<file path="src/hdl/mdc_pkg.sv">
package mdc_pkg;
  localparam int SUMXY_W = 58;
  localparam int SUMZ_W  = 41;
  localparam int CNT_W   = 25;
  localparam logic [CNT_W-1:0] COUNT_LIMIT = 25'h1000000;

  localparam logic [2:0] REG_TARGET  = 3'd0;
  localparam logic [2:0] REG_TOL     = 3'd1;
  localparam logic [2:0] REG_MIN_D   = 3'd2;
  localparam logic [2:0] REG_MAX_D   = 3'd3;
  localparam logic [2:0] REG_MIN_PTS = 3'd4;
  localparam logic [2:0] REG_FX      = 3'd5;
  localparam logic [2:0] REG_FY      = 3'd6;
  localparam logic [2:0] REG_PP      = 3'd7;

  typedef struct packed {
    logic signed [SUMXY_W-1:0] sum_x;
    logic signed [SUMXY_W-1:0] sum_y;
    logic [SUMZ_W-1:0]         sum_z;
    logic [CNT_W-1:0]          cnt;
  } frame_sums_t;

  typedef struct packed {
    logic               found;
    logic signed [23:0] mean_x;
    logic signed [23:0] mean_y;
    logic [15:0]        mean_z;
    logic [CNT_W-1:0]   cnt;
  } frame_res_t;
endpackage

</file>
<file path="src/hdl/mdc_fifo.sv">
module mdc_fifo
  import mdc_pkg::*;
(
  input  logic        clk,
  input  logic        rst_n,
  input  logic        wr,
  input  frame_sums_t wdata,
  input  logic        rd,
  output logic        nonempty,
  output frame_sums_t rdata
);
  // Four-entry queue of finished frame sums.
  frame_sums_t mem [4];
  logic [1:0] wp_r, rp_r;
  logic [2:0] n_r;

  always_ff @(posedge clk) begin
    if (!rst_n) begin
      wp_r <= '0; rp_r <= '0; n_r <= '0;
    end else begin
      if (wr) wp_r <= wp_r + 1'b1;
      if (rd) rp_r <= rp_r + 1'b1;
      n_r <= n_r + {2'b00, wr} - {2'b00, rd};
    end
    if (wr) mem[wp_r] <= wdata;
  end
  assign nonempty = n_r != 3'd0;
  assign rdata    = mem[rp_r];
endmodule

</file>
<file path="config.mk">
export PLATFORM = sky130hd
export DESIGN_NAME = mdc_fifo
export DESIGN_NICKNAME = d
export VERILOG_FILES = /design/src/hdl/mdc_pkg.sv /design/src/hdl/mdc_fifo.sv
export SDC_FILE = /design/constraint.sdc
export NUM_CORES = 1
export LEC_CHECK = 0
export ABC_AREA = 1
export ABC_CLOCK_PERIOD_IN_PS = 7460
export BUFFER_PORTS_ARGS = -buffer_cell sky130_fd_sc_hd__buf_2
export CAP_MARGIN = 0
export CORE_MARGIN = 3
export CORE_UTILIZATION = 40
export DETAILED_ROUTE_END_ITERATION = 10
export GPL_TIMING_DRIVEN = 0
export MAX_ROUTING_LAYER = met4
export SYNTH_ARGS = -nofsm -noshare
export SYNTH_HDL_FRONTEND = slang
export SYNTH_SLANG_ARGS = --single-unit
</file>
<file path="constraint.sdc">
create_clock -name clk -period 7.46 [get_ports clk]
set_input_delay 0.746 -clock clk [delete_from_list [all_inputs] [get_ports clk]]
set_output_delay 0.746 -clock clk [all_outputs]
set_load 0.005 [all_outputs]
</file>
==> out/qor.log <==
qor: power.power_report.internal_total 7.27 mW
qor: global_route.total_routing_usage_reported_by_global_routing 19.7%
qor: timing.unrepaired_setup_endpoints_after_global_routing false
qor: clock_tree.cts.hold.buffers_added 0
qor: timing.timing.final.hold_violations 0
qor: clock_tree.clkSinkCount 737
qor: global_route.grt_first_pass_wirelength 109 mm
qor: synth.netlist.area_leader.share 75.2%
qor: synth.synthTopCellsByArea sky130_fd_sc_hd__edfxtp_1 (75%), sky130_fd_sc_hd__inv_1 (4.9%), sky130_fd_sc_hd__nand2_1 (4.8%)
qor: clock_tree.cts_resized 0
qor: setup_path.worstSetupStartpointType flop
qor: power.post-layout-total-power 9.48 mW
qor: floorplan.floorplan.core_area 71,700 sq um
qor: timing.slew-limit-headroom 45.1%
qor: setup_path.peak_fanout_along_the_critical_path 10
qor: detailed_routing.via_count 18,100
qor: setup_path.regToRegEndpoint mem[2][2]
qor: timing.setup-violations-final 0
qor: clock_tree.clk_path_buf_depth 3
qor: synth.syn_area_per_cell 13.3 sq um
qor: setup_path.r2r_setup_slack 5.19 ns
qor: setup_path.critPathCaptureType output pin
qor: setup_path.timing.rr.start wp_r[0]
qor: setup_path.worst_path_dominant_cell_family buffers and inverters
qor: synth.synthesized_nets 2,370
qor: setup_path.slowest_delay 0.46 ns
qor: layout.drive_above_1_share 22.6%
qor: synth.synthesis_warnings 0
qor: floorplan.die_height 275 um
qor: global_route.global_route.overflow_total 0
qor: layout.most-common-layout-cells sky130_fd_sc_hd__edfxtp_1 (728), sky130_fd_sc_hd__buf_2 (447), sky130_fd_sc_hd__inv_1 (375)
qor: setup_path.critical_path.slowest_cell sky130_fd_sc_hd__buf_2
qor: timing.fin_worst_hold_slack 0.344 ns
qor: global_route.first_global_vias 18,400
qor: worst_hold_path.whs_endpoint mem[0][150]
qor: worst_hold_path.whs_path_depth 1
qor: setup_path.critPathKind reg2out
qor: timing.achievable-frequency 336 MHz
qor: synth.netlist-cell-type-count 15
qor: place.dpl.hpwl 45.1 mm
qor: power.pwr-share-clk 40.1%
qor: floorplan.initial_utilization 40.5%
qor: detailed_routing.via_per_inst 4.93
qor: place.buffer_ports.inserted 368
qor: setup_path.cp_data_arrival_time 2.23 ns
qor: setup_path.crit_buf_inv 3
qor: floorplan.die-area 75,900 sq um
qor: detailed_routing.number_of_nets_with_antenna_violations_after_routing 0
qor: layout.most_frequent_standard_cell_in_the_layout_excluding_fill_and_tap_cells sky130_fd_sc_hd__edfxtp_1
qor: timing.worst_clock_skew 0.0202 ns
qor: layout.num-fill-cells 6,274
qor: power.worst_ir_drop_vdd 0.186 mV
qor: timing.final_critical_delay_including_setup_and_external_delays 2.97 ns
qor: synth.synth_area_leader_cell sky130_fd_sc_hd__edfxtp_1
qor: power.power.sequential.fraction 50.4%
qor: synth.postSynthCellCount 2,177
qor: clock_tree.cts_buffers 80
qor: clock_tree.clockRootBuffer sky130_fd_sc_hd__clkbuf_16
qor: floorplan.ioPinCount 369
qor: power.combinationalPowerShare 9.4%
qor: place.globalplace.congestion 0.786
qor: timing.max_slew.worst_pin.slew 0.824 ns
qor: setup_path.rr_worst_depth 5
qor: power.netSwitchingPower 2.21 mW
qor: setup_path.timing.critical_path.mode_cell sky130_fd_sc_hd__buf_2
qor: setup_path.required 6.71 ns
qor: clock_tree.clock_latency 0.62 ns
qor: clock_tree.clkTransAtPathRegs 0.06 ns
qor: synth.synth_seq_area_share 75.9%
qor: synth.syn-cell-area 29,100 sq um
qor: detailed_routing.drcViolationCount 0
qor: clock_tree.clock_tree.htree_level_count 3
qor: timing.finalCritPeriodShare 39.9%
qor: power.power_leakage 13.7 nW
qor: worst_hold_path.hold_start wdata[150]
qor: floorplan.die_x 275 um
qor: synth.postSynthRegisterBits 737
qor: power.netSwitchingFraction 23.3%
qor: detailed_routing.drt_iter0_drc 1,109
qor: detailed_routing.wl 74.0 mm
qor: clock_tree.cts_tree done
qor: run_status.outcome finished, final reports clean
qor: detailed_routing.wire_per_inst 20.1 um
qor: layout.layout_nets 2,824
qor: power.power-per-cell-area 272 nW/um^2
qor: timing.final-max-slew-violation-count 0
qor: layout.syn_to_final_growth 19.9%
qor: setup_path.ordered_cell_list_for_the_critical_path buf_2 -> buf_2 -> a21oi_1 -> o21ai_1 -> nand2_1 -> buf_2
qor: run.total_of_max_cap_violations 0
qor: global_route.grt_start_max_net_pins 103
qor: floorplan.num_rows 98
qor: detailed_routing.drt_first_pass_iters 5
qor: clock_tree.post_cts_setup_buffers 0
qor: global_route.grt_antenna_before_repair 29
qor: worst_hold_path.hold_path.class in2reg
cell usage after synthesis, drive strengths merged:
cell	count
a21oi	188
buf	116
clkbuf	5
dfxtp	9
edfxtp	728
fa	1
ha	6
inv	379
nand2	374
nand3	2
nor2	1
o211ai	182
o21ai	186
kinds of logic after synthesis:
logic type / after synthesis / share of synthesized area [%]
buffers and inverters: 500 / 7.78
AOI/OAI and AO/OA: 556 / 11.1
DFF: 737 / 75.9
adders and majority gates: 7 / 0.327
and+or+nand+nor: 377 / 4.88
state kept, by name, indices dropped and copies added, names as in the netlist, named ones only:
| signal | count |
|---|---|
| mem | 728 |
| n_r | 3 |
| rp_r | 2 |
| wp_r | 2 |
routing by layer:
| layer | vias to the layer above | wire length [um] | GRT usage [%] |
|---|---|---|---|
| met4 | 0 | 1600 | 5.50 |
| met5 | - | 0 | - |
| li1 | 8584 | - | - |
| met1 | 8913 | 30200 | 23.8 |
| met2 | 489 | 35700 | 31.7 |
| met3 | 122 | 6430 | 6.42 |
cell type report:
cell class / count / area, sq um / share of cell area (%)
multi-input combinational: 940 / 4750 / 13.6
clock inverter: 49 / 463 / 1.33
clock buffer: 95 / 2060 / 5.91
buffer: 121 / 837 / 2.40
sequential: 737 / 22000 / 63.3
antenna: 32 / 80.1 / 0.230
tap: 950 / 1190 / 3.41
inverter: 379 / 1450 / 4.17
timing repair buffer: 372 / 1950 / 5.61
power by group through the flow:
stage	sequential (mW)	clock (mW)	combinational [mW]
floorplan	4.88	0	0.439
global placement	4.91	0	0.885
detailed placement	4.86	0	0.912
CTS	4.78	3.88	0.915
global route	4.79	4.05	1.00
finish	4.78	3.80	0.894
how the worst max path moves through the flow:
stage | startpoint | endpoint | cells after the start
after floorplan | wr | mem[2][0] | 2
after global placement | wr | mem[3][43] | 3
after detailed placement | wr | mem[2][174] | 4
after CTS | flop | rdata[101] | 5
after global routing | flop | rdata[44] | 6
final | flop | rdata[13] | 6
stage by stage:
| step | std cells | utilization (%) | worst slack, ns | setup TNS (ns) | cell area, sq um |
|---|---|---|---|---|---|
| 2_1_floorplan | 2177 | - | 2.65 | 0 | 29100 |
| 3_3_place_gp | 3495 | 44.7 | -0.848 | -554.93 | 32100 |
| 3_5_place_dp | 3499 | 44.9 | 4.79 | 0 | 32200 |
| 4_1_cts | 3643 | 48.4 | 4.37 | 0 | 34700 |
| 5_1_grt | 3672 | 48.5 | 4.31 | 0 | 34800 |
| 6_report | 3675 | 48.5 | 4.49 | 0 | 34800 |
(Power assumes the default switching activity.)
