===== src/hdl/mdc_pkg.sv =====
package mdc_pkg;
  localparam int SUMXY_W = 58;
  localparam int SUMZ_W  = 41;
  localparam int CNT_W   = 25;
  localparam logic [CNT_W-1:0] COUNT_LIMIT = 25'h1000000;

  localparam logic [2:0] REG_TARGET  = 3'd0;
  localparam logic [2:0] REG_TOL     = 3'd1;
  localparam logic [2:0] REG_MIN_D   = 3'd2;
  localparam logic [2:0] REG_MAX_D   = 3'd3;
  localparam logic [2:0] REG_MIN_PTS = 3'd4;
  localparam logic [2:0] REG_FX      = 3'd5;
  localparam logic [2:0] REG_FY      = 3'd6;
  localparam logic [2:0] REG_PP      = 3'd7;

  typedef struct packed {
    logic signed [SUMXY_W-1:0] sum_x;
    logic signed [SUMXY_W-1:0] sum_y;
    logic [SUMZ_W-1:0]         sum_z;
    logic [CNT_W-1:0]          cnt;
  } frame_sums_t;

  typedef struct packed {
    logic               found;
    logic signed [23:0] mean_x;
    logic signed [23:0] mean_y;
    logic [15:0]        mean_z;
    logic [CNT_W-1:0]   cnt;
  } frame_res_t;
endpackage


===== src/hdl/mdc_front.sv =====
module mdc_front
  import mdc_pkg::*;
#(
  parameter int COORD_BITS = 12
) (
  input  logic               clk,
  input  logic               rst_n,
  input  logic               pix_vld,
  input  logic [7:0]         pix_b,
  input  logic [7:0]         pix_g,
  input  logic [7:0]         pix_r,
  input  logic [15:0]        pix_d,
  input  logic [11:0]        pix_u,
  input  logic [11:0]        pix_v,
  input  logic               pix_last,
  input  logic [23:0]        target_color,
  input  logic [7:0]         tolerance,
  input  logic [15:0]        min_d,
  input  logic [15:0]        max_d,
  input  logic [31:0]        pp,
  output logic               frm_vld,
  output frame_sums_t        frm_sums
);
  // Stage 1: classification and products registered; stage 2: accumulate.
  // Coordinates keep their low COORD_BITS bits; wider settings keep all 12.
  localparam logic [11:0] CMASK = 12'((1 << COORD_BITS) - 1);

  logic                     s1_vld_r, s1_hit_r, s1_last_r;
  logic signed [33:0]       s1_px_r, s1_py_r;
  logic [15:0]              s1_d_r;
  logic signed [SUMXY_W-1:0] sx_r, sy_r;
  logic [SUMZ_W-1:0]        sz_r;
  logic [CNT_W-1:0]         cnt_r;
  logic                     frm_vld_r;
  frame_sums_t              frm_r;

  function automatic logic ch_ok(input logic [7:0] p, input logic [7:0] t,
                                 input logic [7:0] tol);
    logic [7:0] gap;
    gap = (p > t) ? p - t : t - p;
    return gap <= tol;
  endfunction

  logic hit;
  logic signed [17:0] du, dv;
  logic [11:0] u_c, v_c;
  assign u_c = pix_u & CMASK;
  assign v_c = pix_v & CMASK;
  assign hit = ch_ok(pix_b, target_color[7:0], tolerance)
            && ch_ok(pix_g, target_color[15:8], tolerance)
            && ch_ok(pix_r, target_color[23:16], tolerance)
            && pix_d != 16'd0 && pix_d >= min_d && pix_d <= max_d;
  assign du = $signed({2'b00, 16'(u_c) << 4}) - $signed({2'b00, pp[15:0]});
  assign dv = $signed({2'b00, 16'(v_c) << 4}) - $signed({2'b00, pp[31:16]});

  always_ff @(posedge clk) begin
    if (!rst_n) begin
      s1_vld_r <= 1'b0;
    end else begin
      s1_vld_r <= pix_vld;
    end
    s1_hit_r  <= hit;
    s1_last_r <= pix_last;
    s1_d_r    <= pix_d;
    s1_px_r   <= du * $signed({1'b0, pix_d});
    s1_py_r   <= dv * $signed({1'b0, pix_d});
  end

  logic take;
  logic signed [SUMXY_W-1:0] sx_nxt, sy_nxt;
  logic [SUMZ_W-1:0] sz_nxt;
  logic [CNT_W-1:0] cnt_nxt;
  assign take = s1_vld_r && s1_hit_r && (cnt_r < COUNT_LIMIT);
  always_comb begin
    sx_nxt = sx_r; sy_nxt = sy_r; sz_nxt = sz_r; cnt_nxt = cnt_r;
    if (take) begin
      sx_nxt  = sx_r + SUMXY_W'(s1_px_r);
      sy_nxt  = sy_r + SUMXY_W'(s1_py_r);
      sz_nxt  = sz_r + SUMZ_W'(s1_d_r);
      cnt_nxt = cnt_r + 1'b1;
    end
  end

  always_ff @(posedge clk) begin
    if (!rst_n) begin
      sx_r <= '0; sy_r <= '0; sz_r <= '0; cnt_r <= '0;
      frm_vld_r <= 1'b0;
    end else begin
      frm_vld_r <= s1_vld_r && s1_last_r;
      if (s1_vld_r && s1_last_r) begin
        sx_r <= '0; sy_r <= '0; sz_r <= '0; cnt_r <= '0;
      end else begin
        sx_r <= sx_nxt; sy_r <= sy_nxt; sz_r <= sz_nxt; cnt_r <= cnt_nxt;
      end
    end
    frm_r <= '{sum_x: sx_nxt, sum_y: sy_nxt, sum_z: sz_nxt, cnt: cnt_nxt};
  end

  assign frm_vld  = frm_vld_r;
  assign frm_sums = frm_r;
endmodule


===== config.mk =====
export PLATFORM = sky130hd
export DESIGN_NAME = mdc_front
export DESIGN_NICKNAME = d
export VERILOG_FILES = /design/src/hdl/mdc_pkg.sv /design/src/hdl/mdc_front.sv
export SDC_FILE = /design/constraint.sdc
export NUM_CORES = 2
export LEC_CHECK = 0
export BUFFER_PORTS_ARGS = -buffer_cell sky130_fd_sc_hd__buf_4
export CELL_PAD_IN_SITES_DETAIL_PLACEMENT = 0
export CELL_PAD_IN_SITES_GLOBAL_PLACEMENT = 1
export CORE_MARGIN = 2
export CORE_UTILIZATION = 49
export CTS_BUF_LIST = sky130_fd_sc_hd__clkbuf_8
export DETAILED_ROUTE_END_ITERATION = 7
export GPL_TIMING_DRIVEN = 0
export PLACE_DENSITY_LB_ADDON = 0.1
export SLEW_MARGIN = 20
export SYNTH_ARGS = -nofsm -noshare
export SYNTH_HDL_FRONTEND = slang
export SYNTH_SLANG_ARGS = --single-unit

===== constraint.sdc =====
create_clock -name clk -period 9.15 [get_ports clk]
set_clock_uncertainty 0.2 [all_clocks]
set_input_delay 0.4575 -clock clk [delete_from_list [all_inputs] [get_ports clk]]
set_output_delay 0.4575 -clock clk [all_outputs]
set_load 0.1 [all_outputs]

==> impl_metrics.toml <==
[status]
status = "finished clean"

[synthesis]
synth_top_family_by_area = "adder cells"
synth_edf_count = 0
yosys_most_used_dff = "dfxtp_1"
synth_compound_area_share_pct = 12.66
ys_seq_area_share_pct = 19.13
synth.largest_area_cell = "fa_1"
post-synth-top-area-fraction_pct = 23.99
muxShareOfSynthArea_pct = 0.8093
netlist_instances = 5526
ys_ff_latch = 452
synth_xor_area_share_pct = 4.721
ys_types = 78
netlist_area_sq_mm = 0.04731
ys.warnings.count = 0
async_flop_share_pct = 0
synth_area_per_cell_sq_um = 8.561
synthAdderAreaFrac_pct = 35.42
syn_nets = 6689
synthTopCellsByArea = "fa_1 24%, dfxtp_1 19%, ha_1 11%"
synthSimpleGateAreaFrac_pct = 18.47

[placement]
gp_congestion = 0.9491
dpl.hpwl_mm = 118.8
portBuffers = 346

[clocking]
cts_sinks = 452
cts_root_buf = "clkbuf_8"
cts_tree = "done"
insertion_delay_ns = 0.68
numCtsBuffers = 74
clkTransAtPathRegs_ns = 0.06
cts.path.max_buffers = 3
htreeDepth = 3

[grt]
gr-total-overflow = 0
grt_max_degree = 29
antenna_found_initial = 5
track_usage_pct = 29.14
grt_pass1_vias = 39080
grt_pass1_wl_mm = 223.1

[timing]
slew_headroom_pct = 21.47
min_period_ns = 8.903
drv_slew = 0
max_freq_ghz = 0.1123
worstMarginPinSlew_ns = 1.170
period_share_pct = 97.31
hold_viol_final = 0
tns_ns = 0
setup_violations = 0
fin_hold_ws_ns = 0.03931

[routing]
drt_first_pass_iters = 6
viasPerCell = 5.386
drt_iter0_markers = 2934
vias = 39350
wirelength_mm = 144.7
wl_per_cell_um = 19.80
drc = 0
antenna_left = 0

[worst_hold_path]
hold_depth = 3
hold_class = "in -> reg"

[job]
cap_violations = 0

[finish]
nets = 7143
drive_gt1_share_pct = 9.523
fillers = 9112
area_growth_pct = 13.47
final_core_util_pct = 56.33

[floorplan]
io_pins = 347
die_h_um = 314.7
die_w_um = 314.7
die-area_sq_mm = 0.09905
rows = 113
start_util_pct = 49.65
coreArea_sq_mm = 0.09529

[critical_path]
slowest_delay_ns = 0.66
critPathKind = "in -> reg"
crit_arrival_ns = 9.21
critPathLaunchType = "primary input"
slowest_stage = "fa_2"
cpMostUsedCell = "fa_1"
crit_fanout = 10
end_kind = "flip-flop"
critical_path_required_ns = 9.45
reg2regPathDepth = 8
[logic make-up after synthesis]
group | after synthesis
xor gates and xnor gates | 255
AOI/OAI and AO/OA | 947
DFF | 452
and+or+nand+nor | 1730
muxes | 37
adders and majority gates | 999
buffers and inverters | 1106
[layout by cell type, fill, tap and decap left out, types with 35 or more instances in the layout]
cell	netlist	final
o21ai_1	57	56
clkbuf_8	0	88
buf_4	0	360
and3_1	59	59
nor2b_1	63	63
inv_1	856	869
nor3_1	36	35
and2_1	436	436
clkbuf_1	234	217
a21oi_1	294	293
xnor2_1	182	179
nand4_1	53	53
nand3_1	97	97
dfxtp_1	452	450
ha_1	432	431
nor2_1	158	157
a21o_1	128	128
xor2_1	73	69
nand2_1	670	670
o21ai_0	174	172
fa_1	567	564
nand2b_1	37	37
[critical path, delay by kind of cell]
family / cells / cell delay (ns)
compound gates: 12 / 2.50
xor+xnor: 1 / 0.45
fa+ha+maj: 8 / 3.93
buf+inv: 7 / 0.76
simple gates: 5 / 1.09
[worst paths after layout]
kind                            startpoint      endpoint  slack, ns
worst max-delay path                pp[20]   s1_py_r[33]       0.25
worst min-delay path                pp[16]    s1_py_r[0]       0.04
worst max register to register    s1_vld_r       sz_r[7]       4.70
worst min register to register     sy_r[0]  frm_sums[66]       0.26
[routing by layer]
layer | global-route usage [%] | wire, um | up-vias
met5 | 0 | 0 | -
met4 | 8.766 | 4289 | 0
met3 | 5.460 | 11650 | 224
met2 | 46.90 | 65590 | 1305
met1 | 39.87 | 63160 | 19040
li1 | - | - | 18780
[layout make-up]
cell class                      count  area, sq um  share of cell area, %
Buffer                            250        980.9                  1.827
Clock buffer                       88         1211                  2.256
Sequential cell                   452         9051                  16.86
Multi-Input combinational cell   3968        34330                  63.94
Timing Repair Buffer              378         2888                  5.380
Clock inverter                     46        412.9                 0.7692
Inverter                          856         3221                  6.000
Antenna cell                        3        7.507                0.01399
Tap cell                         1265         1583                  2.949
[registers in the layout (all words and copies together), names as in the netlist]
register / cells
s1_d_r: 16
sx_r: 58
frm_sums: 182
frm_vld: 1
sy_r: 58
s1_hit_r: 1
s1_vld_r: 1
s1_py_r: 34
s1_last_r: 1
s1_px_r: 34
cnt_r: 25
sz_r: 41
[synth_stat cells (17+ instances only)]
cell and n:
a211oi_1 27, nor2b_1 63, nand2b_1 37, or3_1 19, and2_1 436, o21a_1 32, xnor2_1 182, nor2_1 158
clkbuf_1 234, fa_1 567, a31oi_1 35, nor4_1 28, dfxtp_1 452, a21o_1 128, ha_1 432, o211ai_1 24
nand4_1 53, o21ai_0 174, nand3_1 97, and3_1 59, mux2i_1 27, o21ai_1 57, inv_1 856, xor2_1 73
nor3_1 36, a21oi_1 294, o21bai_1 30, nand2_1 670, nor4bb_1 17
[stage by stage]
stage | std cells | cell area, sq um | worst slack, ns
after floorplan | 5526 | 47310 | 0.9633
after global placement | 7137 | 51490 | -2.074
after detailed placement | 7137 | 51490 | -2.143
after CTS | 7292 | 53440 | -0.05957
after global routing | 7304 | 53680 | -0.02724
final | 7306 | 53680 | 0.2465
[what timing repair did]
item | CTS | global route
setup buffers | 1 | 11
endpoints found under the setup margin | 22 | 17
resized for setup | 30 | 51
pin swaps | 3 | 6
gates cloned | 0 | 0
hold buffers | 20 | 0
endpoints found under the hold margin | 19 | 0
Power is not shown: default switching activity piles up to over one toggle a cycle in this logic, so the estimate is an artifact.
